## src/itl_pkg.sv

```systemverilog
// shared constants, word layouts and register codes for the icache tag lookup
package itl_pkg;

  localparam int unsigned ADDR_W          = 32;
  localparam int unsigned LAT_W           = 10;
  localparam int unsigned LFSR_W          = 16;
  localparam int unsigned MOD_W           = 4;
  localparam int unsigned NUM_SLOTS       = 4;
  localparam int unsigned FETCH_SLOTS     = 4;
  localparam int unsigned SLOT_STRIDE     = 4;

  localparam int unsigned WAYS_DEF        = 4;
  localparam int unsigned INDEX_BITS_DEF  = 6;
  localparam int unsigned OFFSET_BITS_DEF = 4;

  localparam logic [LAT_W-1:0]  HIT_LAT_RESET  = LAT_W'(1);
  localparam logic [LAT_W-1:0]  MISS_LAT_RESET = LAT_W'(10);
  localparam logic [LFSR_W-1:0] LFSR_SEED      = LFSR_W'(1);
  localparam logic [LFSR_W-1:0] LFSR_MASK      = 16'hB400;

  localparam int unsigned IN_W      = 40;
  localparam int unsigned IN_PAD_W  = IN_W - 2 - ADDR_W;
  localparam int unsigned OUT_W     = 136;
  localparam int unsigned OUT_PAD_W = OUT_W - 2 - NUM_SLOTS * ADDR_W;

  localparam int unsigned CFG_IDX_W  = 1;
  localparam int unsigned CFG_DATA_W = LAT_W;

  typedef enum logic [CFG_IDX_W-1:0] {
    CFG_HIT_LAT  = 1'b0,
    CFG_MISS_LAT = 1'b1
  } cfg_reg_t;

  typedef struct packed {
    logic [IN_PAD_W-1:0] pad;
    logic [ADDR_W-1:0]   fetch_addr;
    logic                read_valid;
    logic                flush;
  } in_word_t;

  typedef struct packed {
    logic [OUT_PAD_W-1:0]                pad;
    logic [NUM_SLOTS-1:0][ADDR_W-1:0]    slot_address;
    logic                                group_valid;
    logic                                read_ready;
  } out_word_t;

endpackage

```

## src/itl_victim.sv

```systemverilog
// replacement way selector: 16-bit galois lfsr reduced modulo the way count
module itl_victim
  import itl_pkg::*;
#(
  parameter int unsigned WAYS  = WAYS_DEF,
  parameter int unsigned WAY_W = (WAYS > 1) ? $clog2(WAYS) : 1
) (
  input  logic             clk,
  input  logic             rst,
  input  logic             step,
  output logic [WAY_W-1:0] victim
);

  localparam int unsigned BYTE_W   = LFSR_W / 2;
  localparam int unsigned TBL_SIZE = 1 << BYTE_W;

  typedef logic [MOD_W-1:0] mod_tbl_t [TBL_SIZE];

  function automatic mod_tbl_t build_mod_tbl();
    mod_tbl_t t;
    for (int i = 0; i < TBL_SIZE; i++) begin
      t[i] = MOD_W'(i % WAYS);
    end
    return t;
  endfunction

  localparam mod_tbl_t         MOD_TBL  = build_mod_tbl();
  localparam logic [MOD_W-1:0] BYTE_MOD = MOD_W'(TBL_SIZE % WAYS);

  logic [LFSR_W-1:0] lfsr;
  logic [LFSR_W-1:0] lfsr_next;
  logic [BYTE_W-1:0] fold;

  // lfsr = hi*256 + lo, so fold the two byte residues and reduce once more
  assign fold = BYTE_W'(MOD_TBL[lfsr[LFSR_W-1:BYTE_W]]) * BYTE_W'(BYTE_MOD)
              + BYTE_W'(MOD_TBL[lfsr[BYTE_W-1:0]]);
  assign victim = WAY_W'(MOD_TBL[fold]);

  assign lfsr_next = (lfsr >> 1) ^ (lfsr[0] ? LFSR_MASK : '0);

  always_ff @(posedge clk) begin
    if (rst) begin
      lfsr <= LFSR_SEED;
    end else if (step) begin
      lfsr <= lfsr_next;
    end
  end

endmodule

```

## config.mk

```make
export PLATFORM = sky130hd
export DESIGN_NAME = itl_victim
export DESIGN_NICKNAME = d
export VERILOG_FILES = /design/src/itl_pkg.sv /design/src/itl_victim.sv
export SDC_FILE = /design/constraint.sdc
export NUM_CORES = 1
export LEC_CHECK = 0
export BUFFER_PORTS_ARGS = -buffer_cell sky130_fd_sc_hd__buf_2
export CORE_UTILIZATION = 45
export CTS_CLUSTER_DIAMETER = 200
export DETAILED_ROUTE_END_ITERATION = 10
export PLACE_DENSITY = 0.6
export SYNTH_ARGS = -nofsm -noshare
export SYNTH_HDL_FRONTEND = slang
export SYNTH_SLANG_ARGS = --single-unit
```

## constraint.sdc

```tcl
create_clock -name clk -period 1.3 [get_ports clk]
set_clock_uncertainty 0.05 [all_clocks]
set_input_delay 0.195 -clock clk [delete_from_list [all_inputs] [get_ports clk]]
set_output_delay 0.195 -clock clk [all_outputs]
set_load 0.01 [all_outputs]
```

* Word level (Yosys, flattened, before mapping) *
Memories as Yosys holds them, arrays and structs flattened.
Index checks and enable logic that the tools add are counted.

cells by class
  magnitude comparators = 2
  bitwise logic cells = 3
  muxes and demuxes = 5

operators by type and width
  cell                                                       count
  greater-or-equal comparator 9 bit (second input constant)  2
  2-to-1 mux 16 bit                                          1
  XOR 15 x 16 -> 16 bit                                      1
  NOT 4 -> 9 bit                                             1
  NOT 8 -> 9 bit                                             1
  2-to-1 mux 4 bit                                           2
  2-to-1 mux 2 bit                                           2

word-level totals
  output and inout bits = 2
  memory bits (read-only) = 2048
  flip-flop bits (word level) = 16
  logic and storage cells = 13
  memories kept = 2
  bits of input ports = 3

memories
  memory           words  width  read ports  clocked after Yosys merged registers in  write ports  line              text
  (no name shown)  256    4      1           0                                        0            itl_victim.sv:36  + BYTE_W'(MOD_TBL[lfsr[BYTE_W-1:0]]);
  (no name shown)  256    4      1           0                                        0            itl_victim.sv:37  assign victim = WAY_W'(MOD_TBL[fold]);

* Logic depth before layout (Yosys ltp) *
  depth after elaboration = 8
  depth in mapped cells = 4
  depth with buffers taken out = 2

* Worst setup path before layout *
Ideal clock, no wire load.

  path type = register to register
  start point = reg, netlist name lfsr[0]
  end point = reg lfsr[0]
  period minus slack after synthesis = 916 ps
  path slack = 384 ps
  cell stages (with the launch flop) = 3
  arrival = 747 ps
  setup time = 120 ps
  path through = dfxtp_1 and2b_2 a211o_1

RTL lines
  item                    line              text
  end signal: assignment  itl_victim.sv:45  lfsr <= lfsr_next;
  end: declaration        itl_victim.sv:30  logic [LFSR_W-1:0] lfsr;

* Final worst setup path *
  start point = reg lfsr[0]
  end point = out victim[0]

on the way
  word-level cells in the longest chain between the ends = 8

ends and longest elaborated chain
  item                                                  line              text
  NOT 8 -> 9 bit (implied by the code)                  itl_victim.sv:36
  memory read (256 x 4 bit)                             n/a
  2-to-1 mux 4 bit (implied by the code) (2 in series)  itl_victim.sv:36
  NOT 4 -> 9 bit (implied by the code)                  itl_victim.sv:37
  memory read (256 x 4 bit)                             n/a
  2-to-1 mux 2 bit (implied by the code) (2 in series)  itl_victim.sv:37
  end: declaration                                      itl_victim.sv:11  output logic [WAY_W-1:0] victim

No other way between the ends. The select of a mux whose other input is x is not followed.

==> flow_metrics.tcl <==
set metrics [dict create \
    nets 65 \
    grt_max_degree 17 \
    worstPathArrival_ns 0.91 \
    drc_errors 0 \
    crit_required_ns 1.05 \
    worstSetupStartpointType "flip-flop" \
    drv_cap 0 \
    peakVddDrop_mv 0.9142 \
    n_antenna_cell 0 \
    hold_slack_ns 0.2167 \
    avgSynthCellArea_sq_um 11.17 \
    synth-edff-count 0 \
    grt_usage_pct 14.34 \
    first_pass_iters 2 \
    cts_resized 0 \
    drive_gt1_share_pct 24.59 \
    largest_reg_flops 16 \
    crit_type "flip-flop to output port" \
    regArea_sq_um 320.3 \
    die_height_um 39.62 \
    synth_top_area_share_pct 50.29 \
    max-slew-margin-rel_pct 79.78 \
    fin_ws_ns 0.1478 \
    fin_tns_setup_ns 0 \
    largest_register "lfsr" \
    met2_usage_pct 22.54 \
    die_w_um 39.62 \
    drv_slew 0 \
    die-area_sq_um 1570 \
    htreeDepth 1 \
    top_usage_layer "met2" \
    crit_path_cell_trace "buf_2" \
    synth_fp_nets 60 \
    grt_setup_unrepaired "false" \
    num_vias 364 \
    multiInputGateArea_sq_um 260.3 \
    slowest_delay_ns 0.46 \
    synth_ff_type "dfxtp_1" \
    cts_tree "yes" \
    cts.sink_count 16 \
    async_flop_share_pct 0 \
    met1_usage_pct 15.63 \
    clockBufferDepth 2 \
    gp_congestion 0.5802 \
    pre_cts_ws_ns 0.3554 \
    hpwl_um 553.9 \
    combPwrFrac_pct 8.4 \
    fin_cells 76 \
    synth_area_sq_um 636.9 \
    insertion_delay_ns 0.28 \
    numCtsBuffers 3 \
    start_util_pct 48.94 \
    yosys-top-cells-area "dfxtp_1 (50%), mux2i_1 (19%), nor2_1 (8.3%), a211oi_2 (5.9%), xnor2_1 (4.1%)" \
    first_iter_violations 2 \
    synth-seq-cells 16 \
    grt_pass1_vias 360 \
    p_seq_share_pct 57.1 \
    cpLargestDelayFamily "flip-flops" \
    worst_pin_slew_ns 0.3033 \
    post_cts_buffers 0 \
    synthDistinctLibCells 13 \
    portBuffers 4 \
    grt_pass1_wl_um 1407 \
    wire_per_inst_um 10.25 \
    reg_top3 "lfsr: 16 flops" \
    nFillCells 132 \
    p_leak_uw 0.0002933 \
    synth_seq_area_share_pct 50.29 \
    antenna_found_initial 0 \
    rows 13 \
    cp_slowest_cell "dfxtp_1" \
    wirelength_um 779 \
    hold_viol 0 \
    status "finished, final reports clean" \
    syn2layout_area_growth_pct 5.304 \
    dp_cells 72 \
    critPathBufInv 1 \
    clock-root-buffer "clkbuf_4" \
    ant_nets 0 \
    critPathMaxFanout 6 \
    hold_buffers 0 \
    ios 5 \
    met3_usage_pct 5.114 \
    p_int_uw 717.3 \
    avgViaCountPerCell 4.789 \
    end_kind "output port" \
    synthMostInstantiatedCell "dfxtp_1" \
    sw_frac_of_total_pct 21.49 \
    p_sw_uw 196.3 \
    powerDensity_nw_per_um2 1362 \
    coreArea_sq_um 1301 \
    setup_viol 0 \
    finalCritPeriodShare_pct 88.63 \
    power_frac_clock_pct 34.5 \
    grt-ovfl-total 0 \
    fmax_mhz 867.9 \
    netlist_top_cells_count "dfxtp_1 (16), nor2_1 (14), mux2i_1 (12), a211oi_2 (3), xnor2_1 (3)" \
    clk_pin_slew_ns 0.09 \
    synth_top_area_cell "dfxtp_1" \
    synth-warning-count 0 \
    synth_cells 57 \
    fin_crit_ns 1.152 \
    hp-class "input pin to flip-flop" \
]
-- worst paths after layout --
path,slack [ns],end,from,cells past startpoint
max,0.15,victim[0],lfsr[0],1
min reg2reg,0.45,lfsr[2],lfsr[3],2
min,0.22,lfsr[11],rst,2
max reg2reg,0.34,lfsr[0],lfsr[0],2
-- area by class of cell --
| cell class | count | area share (%) |
|---|---|---|
| clock buffers | 4 | 5.410 |
| multi-input cells | 35 | 38.81 |
| flip-flops and latches | 16 | 47.76 |
| well taps | 15 | 2.799 |
| repair buffers | 6 | 5.224 |
-- stage by stage --
step | cell area [sq um] | total power (uW) | util, %
after floorplan | 636.9 | 607.0 | -
after global placement | 634.4 | 610.9 | 48.75
after detailed placement | 634.4 | 611.9 | 48.75
after CTS | 670.6 | 930.2 | 51.54
after global routing | 670.6 | 958.8 | 51.54
final | 670.6 | 913.6 | 51.54
-- per-layer routing --
layer,share of wire (%),wire length [um],vias up
li1,-,-,192
met5,0,0,-
met3,2.7,21,0
met4,0,0,0
met1,50,393,169
met2,47,364,3
-- cell families after synthesis --
kind of cell	Yosys count	synth area share [%]
flip-flops	16	50.30
AND/OR/NAND/NOR	16	10.61
multiplexers	12	18.86
buffers and inverters	6	8.839
AO/OA/AOI/OAI	4	7.270
XOR/XNOR	3	4.126
-- cells in the final DEF (no fill, tap or decap), types with 2 or more instances in the layout --
cell type	netlist	routed
dfxtp_1	16	16
nor2_1	14	14
mux2i_1	12	12
buf_2	1	4
xnor2_1	3	3
a211oi_2	3	3
clkbuf_4	0	3
buf_4	2	2
-- power by group through the flow --
| stage | sequential [uW] | clock, uW | combinational [uW] |
|---|---|---|---|
| 2_1_floorplan | 531 | 0 | 76.2 |
| 3_3_place_gp | 533 | 0 | 77.6 |
| 3_5_place_dp | 534 | 0 | 78.3 |
| 4_1_cts | 522 | 330 | 78.3 |
| 5_1_grt | 525 | 349 | 84.8 |
| 6_report | 522 | 315 | 76.8 |
(Power assumes the default switching activity.)
