<file path="config.mk">
export PLATFORM = sky130hd
export DESIGN_NAME = itl_ram
export DESIGN_NICKNAME = d
export VERILOG_FILES = /design/src/itl_ram.sv
export SDC_FILE = /design/constraint.sdc
export NUM_CORES = 1
export LEC_CHECK = 0
export ABC_AREA = 1
export BUFFER_PORTS_ARGS = -buffer_cell sky130_fd_sc_hd__buf_2
export CORE_UTILIZATION = 43
export CTS_BUF_LIST = sky130_fd_sc_hd__clkbuf_8
export DETAILED_ROUTE_END_ITERATION = 6
export GPL_TIMING_DRIVEN = 0
export HOLD_SLACK_MARGIN = 0.08
export MAX_ROUTING_LAYER = met4
export PLACE_DENSITY_LB_ADDON = 0.25
export SYNTH_ARGS = -nofsm -noshare
export SYNTH_HDL_FRONTEND = slang
export SYNTH_SLANG_ARGS = --single-unit
</file>
<file path="constraint.sdc">
create_clock -name clk -period 1.4 [get_ports clk]
set_input_delay 0.21 -clock clk [delete_from_list [all_inputs] [get_ports clk]]
set_output_delay 0.21 -clock clk [all_outputs]
set_load 0.01 [all_outputs]
</file>
<file path="src/itl_ram.sv">
// generic single-write, single-read ram with registered read data
module itl_ram #(
  parameter int unsigned WIDTH = 8,
  parameter int unsigned DEPTH = 2
) (
  input  logic                                   clk,
  input  logic                                   we,
  input  logic [((DEPTH > 1) ? $clog2(DEPTH) : 1)-1:0] waddr,
  input  logic [WIDTH-1:0]                       wdata,
  input  logic                                   re,
  input  logic [((DEPTH > 1) ? $clog2(DEPTH) : 1)-1:0] raddr,
  output logic [WIDTH-1:0]                       rdata
);

  logic [WIDTH-1:0] mem [DEPTH];

  always_ff @(posedge clk) begin
    if (we) begin
      mem[waddr] <= wdata;
    end
    if (re) begin
      rdata <= mem[raddr];
    end
  end

endmodule

</file>
# Word-level counts from Yosys, hierarchy flattened
# Memory sizes are Yosys's and may differ from the RTL's. A register that Yosys moved wholly into a read port is not among the register bits.
# Cells that the tools add are included.
dict set report word_totals {
  latch_bits 0
  regBits 0
  inputBits 13
  ram_bits 16
  mem_count 1
  wordCells 3
  out_inout_bits 8
  romBits 0
}
# name words word_bits rd rd_clocked_by_memory_dff wr line_no
set memory_table {}
lappend memory_table {mem 2 8 1 1 1 15} ;# logic [WIDTH-1:0] mem [DEPTH];
dict set report classes {
  reduce_logical 0
  shift 0
  n_lt_le_gt_ge 0
  bitwise 0
  n_mul 0
  add_sub_neg 0
  div 0
  n_mux 2
  n_eq_ne 0
}
# operator count
set op_table {}
lappend op_table {{$mux 1} 2}

# Logic depth before layout (Yosys ltp)
# Gate-level depths: netlist of the first run.
dict set report depth {
  word_depth 2
  mapped_depth 4
  depth_no_buf 3
}

# Worst setup path after synthesis of the first run
# OpenSTA, ideal clock, no wires.
dict set report synth_path {
  path_kind {in2reg}
  from {input we}
  to {memory mem[0][0] (enable)}
  setup_ns 0.371
  arrival_time_ns 0.599
  t_required_ns 1.029
  path_slack_ns 0.430
  path_stages 2
  cell_sequence {inv_1 -> nor2_1}
}
dict set report synth_between {
  elab_chain_cells 2
}
# item line_no
set synth_lines {}
lappend synth_lines {{start, declared} 7} ;# input logic we,
lappend synth_lines {{$mux 1} 18} ;# if (we) begin
lappend synth_lines {{$mux 1 (not written as such)} 19} ;# mem[waddr] <= wdata;
lappend synth_lines {{end, declared} 15}
# Every way passes these cells.

# Worst setup path after layout of the first run
dict set report layout_path {
  from {register rdata[7], read port of mem}
  to {output rdata[7]}
}
# item line_no
set layout_rtl {}
lappend layout_rtl {{start, declared} 12} ;# output logic [WIDTH-1:0] rdata
# No word-level cell between the ends.

==> results_dict.tcl, run 1 <==
set metrics [dict create \
    status "complete, no violations" \
    timing.rr.end "rdata[7]" \
    crit_chain "buf_2" \
    crit_fanout 1 \
    critical_path_depth 1 \
    switchingPower_uw 257 \
    cts.htree.levels 1 \
    clock_path_buffers 2 \
    die-area_sq_um 2140 \
    gr-total-overflow 0 \
    setup_viol 0 \
    power_frac_seq_pct 64.5 \
    fin_util_pct 56.6 \
    cap_violations 0 \
    critPathMaxStageDelay_ps 360 \
    dpl-instance-area_sq_um 967 \
    rsz0062_at_grt "no" \
    gp_congestion 0.662 \
    clockRootBuffer "clkbuf_8" \
    worstHoldStart "wdata[1]" \
    synthesis.area_sq_um 841 \
    syn_area_per_cell_sq_um 15.6 \
    antenna_cells 0 \
    die_h_microns 46.2 \
    hp-class "in2reg" \
    report.final.slew_viol_count 0 \
    via_per_inst 4.39 \
    fin_crit_sh_pct 69.2 \
    cts_resized 0 \
    crit_buf_inv 1 \
    core_area_sq_um 1780 \
    ir_worst_vdd_mv 0.850 \
    p_clk_share_pct 29.0 \
    swShare_pct 19.3 \
    fin_crit_ps 969 \
    yosys-top-cells-area "edfxtp_1 86%, nand2_1 11%, buf_6 1.3%" \
    worstPathArrival_ps 760 \
    area_delta_synth_final_pct 19.9 \
    final_nets 91 \
    leakagePower_uw 0.000425 \
    grt_max_degree 13 \
    path_delay_family "flip-flops" \
    r2r_start "mem[1][7]" \
    max_freq_mhz 1030 \
    critPathLaunchType "flip-flop" \
    die_w_microns 46.2 \
    worstSkewPairLatency_ps 260 \
    yosys.area.top_type "edfxtp_1" \
    yosys.area.top_type_share_pct 85.7 \
    io_buffers 19 \
    antenna_found_initial 0 \
    endpoint "rdata[7]" \
    cts_sinks 24 \
    hpwl_microns 767 \
    start_util_pct 47.2 \
    drt_drc_violations_left 0 \
    holdPathStages 1 \
    track_usage_pct 12.1 \
    fin_area_sq_um 1010 \
    crit_start "rdata[7]" \
    holdWs_ps 137 \
    synthDistinctLibCells 6 \
    ys_warn_count 0 \
    syn_nets 67 \
    hold_buffers 0 \
    drive_gt1_share_pct 31.6 \
    drt-total-wl_microns 1090 \
    tritoncts "yes" \
    synth_seq_area_share_pct 85.7 \
    post_cts_buffers 0 \
    clk_transition_reported_paths_ps 80 \
    totalNegativeSetupSlack_ps 0 \
    rr_worst_depth 2 \
    comb_power_share_pct 6.5 \
    grt_pass1_vias 405 \
    powerDensity_nw_per_um2 1320 \
    wl_per_cell_microns 10.8 \
    ys_seq_elements 24 \
    endpoint_kind "output pin" \
    grt_first_pass_wirelength_microns 1610 \
    finalClockSkew_ps 0.433 \
    cp.required_ps 1190 \
    worst_pin_slew_ps 663 \
    via_count 443 \
    num_rows 15 \
    worst-r2r-setup-slack_ps 660 \
    final_hold_viol_count 0 \
    relSlewSlack_pct 55.6 \
    crit_type "reg2out" \
    slowest_stage "edfxtp_1" \
    synthCells 54 \
    numCtsBuffers 3 \
    drtAntennaViolNets 0 \
    drt_iter0_markers 2 \
    drt_pass1_iterations 2 \
    pin_count 21 \
    p_total_uw 1330 \
    intPower_uw 1070 \
]
synthesized netlist by cell type, drive strengths merged:
cell type / count
nor2: 1
buf: 1
nand2: 25
inv: 3
edfxtp: 24
power by group through the flow:
stage          Clock [uW]  Sequential, uW  Combinational [uW]
2_1_floorplan           0             883                33.1
3_3_place_gp            0             873                85.3
3_5_place_dp            0             875                87.5
4_1_cts               387             859                87.8
5_1_grt               411             863                98.9
6_report              386             858                86.3
worst min-delay path by stage:
stage                     slack (ps)        end
final                            140  mem[1][1]
after global routing             130  mem[1][2]
after CTS                        140  mem[0][6]
after detailed placement         400  mem[1][6]
after global placement           400  mem[0][2]
after floorplan                  310  mem[0][0]
per-stage QoR:
stage,setup WS [ps],cells
after floorplan,430,54
after global placement,167,98
after detailed placement,172,98
after CTS,422,101
after global routing,373,101
final,431,101
kinds of logic (layout without fill, tap and decap cells):
family,count (synthesis),in the layout,synth area share (%)
buffers and inverters,4,26,2.68
flip-flops,24,24,85.7
AND/OR/NAND/NOR,26,26,11.6
layout make-up:
cell class                 instances  area (sq um)
timing repair buffer              19          95.1
buffer                             1          11.3
clock buffer                       3          41.3
sequential                        24           721
tap                               25          31.3
fill                             150           774
multi-input combinational         26          97.6
inverter                           3          11.3
flip-flops by register name, indices dropped and copies added, names as in the netlist:
name,count
mem,16
rdata,8
metal layers:
| metal | vias up | track usage (%) | part of all wire (%) |
|---|---|---|---|
| met5 | - | - | 0 |
| met4 | 0 | 10.6 | 2.7 |
| met3 | 4 | 2.35 | 5.0 |
| met2 | 19 | 19.2 | 51 |
| met1 | 193 | 12.9 | 41 |
| li1 | 227 | - | - |
cells in the final DEF (no fill, tap or decap):
cell / count
nand2_1: 25
edfxtp_1: 24
buf_2: 19
clkbuf_8: 3
inv_1: 2
buf_6: 1
inv_2: 1
nor2_1: 1
(Power assumes the default switching activity.)
==> run 2, diff against run 1 <==
==> constraint.sdc (replaced) <==
create_clock -name clk -period 0.9 [get_ports clk]
set_input_delay 0.135 -clock clk [delete_from_list [all_inputs] [get_ports clk]]
set_output_delay 0.135 -clock clk [all_outputs]
set_load 0.01 [all_outputs]
==> run 2 against run 1 <==
  * Design area increased by 8.2%
  * Count of clock-buffer cells in the layout stayed put
  * Hold slack improved by 51 ps
  * Largest cell class unchanged
  * Combinational power is 88% higher
  * Register-to-register slack worse by 500 ps
  * Via count grew 5.9%
  * Largest power group unchanged
  * Die area is the same
  * Clock power grew 56%
  * Total power up 58%
  * Critical endpoint unchanged
==> results_dict.tcl, run 2 (synthesized netlist as in run 1, its figures left out) <==
set metrics [dict create \
    critical_path_depth 1 \
    cts_sinks 24 \
    die_w_microns 46.2 \
    area_delta_synth_final_pct 29.8 \
    rr_worst_depth 2 \
    largest_reg_flops 16 \
    die_h_microns 46.2 \
    worstHoldStart "raddr" \
    final_cell_mix "25 x nand2_1, 24 x edfxtp_1, 19 x buf_2" \
    io_buffers 19 \
    drt_drc_violations_left 0 \
    whs_endpoint "rdata[6]" \
    max_freq_mhz 1120 \
    die-area_sq_um 2140 \
    holdPathStages 3 \
    grt-busiest-layer "met2" \
    fin_crit_sh_pct 99.4 \
    drive_gt1_share_pct 29.8 \
    cts.htree.levels 1 \
    num_rows 15 \
    use_met3_pct 2.35 \
    finalClockSkew_ps 0.440 \
    hp-class "in2reg" \
    fin_crit_ps 895 \
    drtAntennaViolNets 0 \
    hpwl_microns 767 \
    n_fill_cell 141 \
    status "complete, no violations" \
    via_per_inst 4.30 \
    final_nets 99 \
    core_area_sq_um 1780 \
    powerDensity_nw_per_um2 1920 \
    worstPathArrival_ps 760 \
    timing.rr.end "rdata[7]" \
    fin_util_pct 61.2 \
    rsz0062_at_grt "yes" \
    via_count 469 \
    pin_count 21 \
    r2r_start "mem[1][7]" \
    track_usage_pct 12.5 \
    crit_chain "buf_2" \
    numCtsBuffers 3 \
    gr-total-overflow 0 \
    setup_viol 0 \
    register_area_sq_um 721 \
    relSlewSlack_pct 72.4 \
    critPathLaunchType "flip-flop" \
    start_util_pct 47.2 \
    report.final.slew_viol_count 0 \
    cp.required_ps 760 \
    antenna_found_initial 0 \
    worstSkewPairLatency_ps 260 \
    critPathMaxStageDelay_ps 360 \
    crit_fanout 1 \
    grt_max_degree 13 \
    crit_type "reg2out" \
    grt_first_pass_wirelength_microns 1660 \
    gp_congestion 0.662 \
    tritoncts "yes" \
    met1_usage_pct 13.8 \
    biggestRegsByFlops "mem x16, rdata x8" \
    cap_violations 0 \
    holdWs_ps 189 \
    path_delay_family "flip-flops" \
    final_common_cell "nand2_1" \
    clock_path_buffers 2 \
    clockRootBuffer "clkbuf_8" \
    ir_worst_vdd_mv 1.33 \
    drt_iter0_markers 12 \
    slowest_stage "edfxtp_1" \
    drt-total-wl_microns 1120 \
    worst-r2r-setup-slack_ps 160 \
    clk_transition_reported_paths_ps 80 \
    drt_pass1_iterations 2 \
    use_met2_pct 19.4 \
    multi_input_area_sq_um 100 \
    endpoint_kind "output pin" \
    regMostFlops "mem" \
    leakagePower_uw 0.000458 \
    antenna_cells 0 \
    crit_buf_inv 1 \
    worst_pin_slew_ps 414 \
    grt_pass1_vias 420 \
    final_hold_viol_count 0 \
    wl_per_cell_microns 10.3 \
]
[run 2: cell count changes in the layout (fill, tap and decap cells not counted)]
cell and delta:
nor2_2 +1, dlygate4sd3_1 +8, nor2_1 -1
[run 2: final cells by class]
cell class,instances,area share [%]
buffer,1,1.03
clock buffer,3,3.78
inverter,3,1.03
multi-input combinational,26,9.17
sequential,24,66.1
tap,25,2.87
timing repair buffer,27,16.1
[run 2: how the worst max path moves through the flow]
stage / startpoint / to / slack, ps
CTS: rdata[7] / rdata[7] / -3
global placement: waddr / mem[0][4] / -260
finish: rdata[7] / rdata[7] / 5
detailed placement: we / mem[0][4] / -250
global route: rdata[0] / rdata[0] / -40
floorplan: we / mem[0][0] / 5
[run 2: routing by layer]
layer / part of all wire [%] / wire length, microns
met1: 42 / 472
met2: 51 / 570
met3: 4.3 / 48
met4: 2.6 / 29
met5: 0 / 0
[run 2: stage by stage]
stage	power, uW	instances	instance area [sq um]	worst slack [ps]	setup TNS, ps
after global routing	2160	109	1090	-38.7	-235
after global placement	1490	98	967	-258	-2060
final	2100	109	1090	5.40	0
after detailed placement	1500	98	967	-253	-2020
after floorplan	1430	54	841	5.10	0
after CTS	2100	109	1090	-3.46	-3.46
[run 2: repair_timing]
action,4_1_cts,5_1_grt
setup endpoints to repair,1,16
hold endpoints to repair,16,0
resized for setup,0,1
hold buffers,8,0
buffers inserted,0,0
[run 2: power breakdown]
part           leakage, uW  total [uW]  switching (uW)  internal (uW)
clock network    0.0000216         603             304            298
logic             0.000207         162            85.5           76.9
registers         0.000230        1330            16.6           1320
total             0.000458        2100             406           1690
[run 2: tightest hold or removal path: stages]
cell and delay [ps]:
buf_6 110, nand2_1 50, nand2_1 50
==> run 3, diff against run 2 <==
--- a/config.mk
+++ b/config.mk
@@ -7,7 +7,7 @@
 export LEC_CHECK = 0
 export ABC_AREA = 1
 export BUFFER_PORTS_ARGS = -buffer_cell sky130_fd_sc_hd__buf_2
-export CORE_UTILIZATION = 43
+export CORE_UTILIZATION = 53
 export CTS_BUF_LIST = sky130_fd_sc_hd__clkbuf_8
 export DETAILED_ROUTE_END_ITERATION = 6
 export GPL_TIMING_DRIVEN = 0
==> run 3 against run 2 <==
  * First-iteration DRC count up 92%
  * Die area down 18%
  * Largest cell class unchanged
  * Routed wire length down 4.2%
  * The run now ends with negative setup slack left
  * Largest power group unchanged
==> results_dict.tcl, run 3 (synthesized netlist as in run 1, its figures left out) <==
set metrics [dict create \
    tritoncts "yes" \
    register_area_sq_um 721 \
    clk_transition_reported_paths_ps 80 \
    die-area_sq_um 1750 \
    numCtsBuffers 3 \
    holdWs_ps 175 \
    cts.htree.levels 1 \
    critPathMaxStageDelay_ps 360 \
    num_rows 14 \
    rsz0062_at_grt "yes" \
    met2WireLength_microns 530 \
    relSlewSlack_pct 72.9 \
    finalClockSkew_ps 5.00 \
    pin_count 21 \
    final_cells 101 \
    critPathLaunchType "flip-flop" \
    cts_sinks 24 \
    swShare_pct 17.8 \
    worstHoldStart "raddr" \
    biggestRegsByFlops "mem x16, rdata x8" \
    dp_cells 89 \
    whs_endpoint "rdata[1]" \
    rr_worst_depth 2 \
    violations "negative setup slack" \
    drt_iter0_markers 23 \
    gr-total-overflow 0 \
    grt_max_degree 15 \
    worstPathArrival_ps 780 \
    status "finished with violations" \
    final_nets 99 \
    power_frac_seq_pct 55.1 \
    cap_violations 0 \
    powerDensity_nw_per_um2 2180 \
    multi_input_area_sq_um 100 \
    worstSkewPairLatency_ps 270 \
    grt_first_pass_wirelength_microns 1740 \
    r2r_start "mem[1][5]" \
    worst_pin_slew_ps 407 \
    clock_path_buffers 2 \
    core_area_sq_um 1490 \
    io_buffers 19 \
    wl_per_cell_microns 10.6 \
    start_util_pct 56.5 \
    final_cell_mix "25 x nand2_1, 24 x edfxtp_1, 19 x buf_2" \
    endpoint_kind "output pin" \
    crit_buf_inv 1 \
    worst-r2r-setup-slack_ps 150 \
    antenna_found_initial 0 \
    fin_crit_sh_pct 101 \
    max_freq_mhz 1100 \
    hp-class "in2reg" \
    die_w_microns 41.8 \
    top_layer_used "met4" \
    regMostFlops "mem" \
    antenna_cells 0 \
    leakagePower_uw 0.000472 \
    clockRootBuffer "clkbuf_8" \
    drtAntennaViolNets 0 \
    largest_reg_flops 16 \
    ir_worst_vdd_mv 1.44 \
    holdPathStages 3 \
    grt_pass1_vias 413 \
    drive_gt1_share_pct 30.6 \
    slowest_stage "edfxtp_1" \
    final_hold_viol_count 0 \
    intPower_uw 1990 \
    crit_chain "buf_2" \
    met1_length_microns 441 \
    cp.required_ps 760 \
    timing.rr.end "rdata[5]" \
    drt-total-wl_microns 1070 \
    final_common_cell "nand2_1" \
    n_fill_cell 96 \
    switchingPower_uw 431 \
    comb_power_share_pct 6.7 \
    via_count 480 \
    report.final.slew_viol_count 0 \
    fin_crit_ps 911 \
    p_total_uw 2420 \
    gp_congestion 0.673 \
    setup_viol 2 \
    crit_type "reg2out" \
    hpwl_microns 658 \
    crit_fanout 1 \
    wl_met3_microns 83 \
    via_per_inst 4.75 \
    track_usage_pct 14.6 \
    die_h_microns 41.8 \
    path_delay_family "flip-flops" \
    setup_slack_ps -11.0 \
    drt_pass1_iterations 4 \
    drt_drc_violations_left 0 \
    p_clk_share_pct 38.2 \
    area_delta_synth_final_pct 32.0 \
]
[run 3: cell count changes in the layout (fill, tap and decap cells not counted)]
| cell | before | now |
|---|---|---|
| bufinv_16 | 0 | 1 |
[run 3: stage by stage]
stage               cell area, sq um  util, %  TNS [ps]  worst slack (ps)
floorplan                        841        -         0              5.10
global placement                 956     64.2     -1920              -241
detailed placement               956     64.2     -2050              -257
CTS                             1110     74.4     -45.0             -22.1
global route                    1110     74.5      -202             -41.8
finish                          1110     74.5     -12.8             -11.0
[run 3: area by class of cell]
| cell class | count | area share, % |
|---|---|---|
| Sequential cell | 24 | 64.9 |
| Timing Repair Buffer | 27 | 15.8 |
| Buffer | 1 | 1.01 |
| Multi-Input combinational cell | 26 | 9.02 |
| Clock buffer | 3 | 3.72 |
| Inverter | 3 | 1.01 |
| Tap cell | 16 | 1.80 |
| Clock inverter | 1 | 2.71 |
[run 3: how the worst max path moves through the flow]
stage,from,endpoint,slack (ps),cells past startpoint
floorplan,we,mem[0][0],5,2
global placement,waddr,mem[0][1],-240,2
detailed placement,waddr,mem[0][1],-260,2
CTS,rdata[6],rdata[6],-20,1
global route,rdata[4],rdata[4],-40,1
finish,rdata[6],rdata[6],-10,1
[run 3: power by group through the flow]
stage | Combinational [uW] | Sequential, uW | Clock (uW)
floorplan | 51.5 | 1370 | 0
global placement | 131 | 1360 | 0
detailed placement | 134 | 1360 | 0
CTS | 161 | 1330 | 938
global route | 180 | 1340 | 986
finish | 162 | 1330 | 924
[run 3: per-layer routing]
metal	GRT usage [%]	vias up
met1	17.9	206
met4	7.74	0
met3	5.65	2
met2	21.3	28
li1	-	244
met5	-	-
[run 3: repair_timing]
action / CTS / global route
endpoints found under the hold margin: 16 / 0
setup endpoints to repair: 6 / 16
setup buffers: 0 / 0
resized for setup: 0 / 1
gates cloned: 0 / 0
hold buffers: 8 / 0
[run 3: worst register-to-register path, delay by kind of cell (launching register included)]
kind,cells,cell delay (ps)
flops,1,380
simple gates,2,120
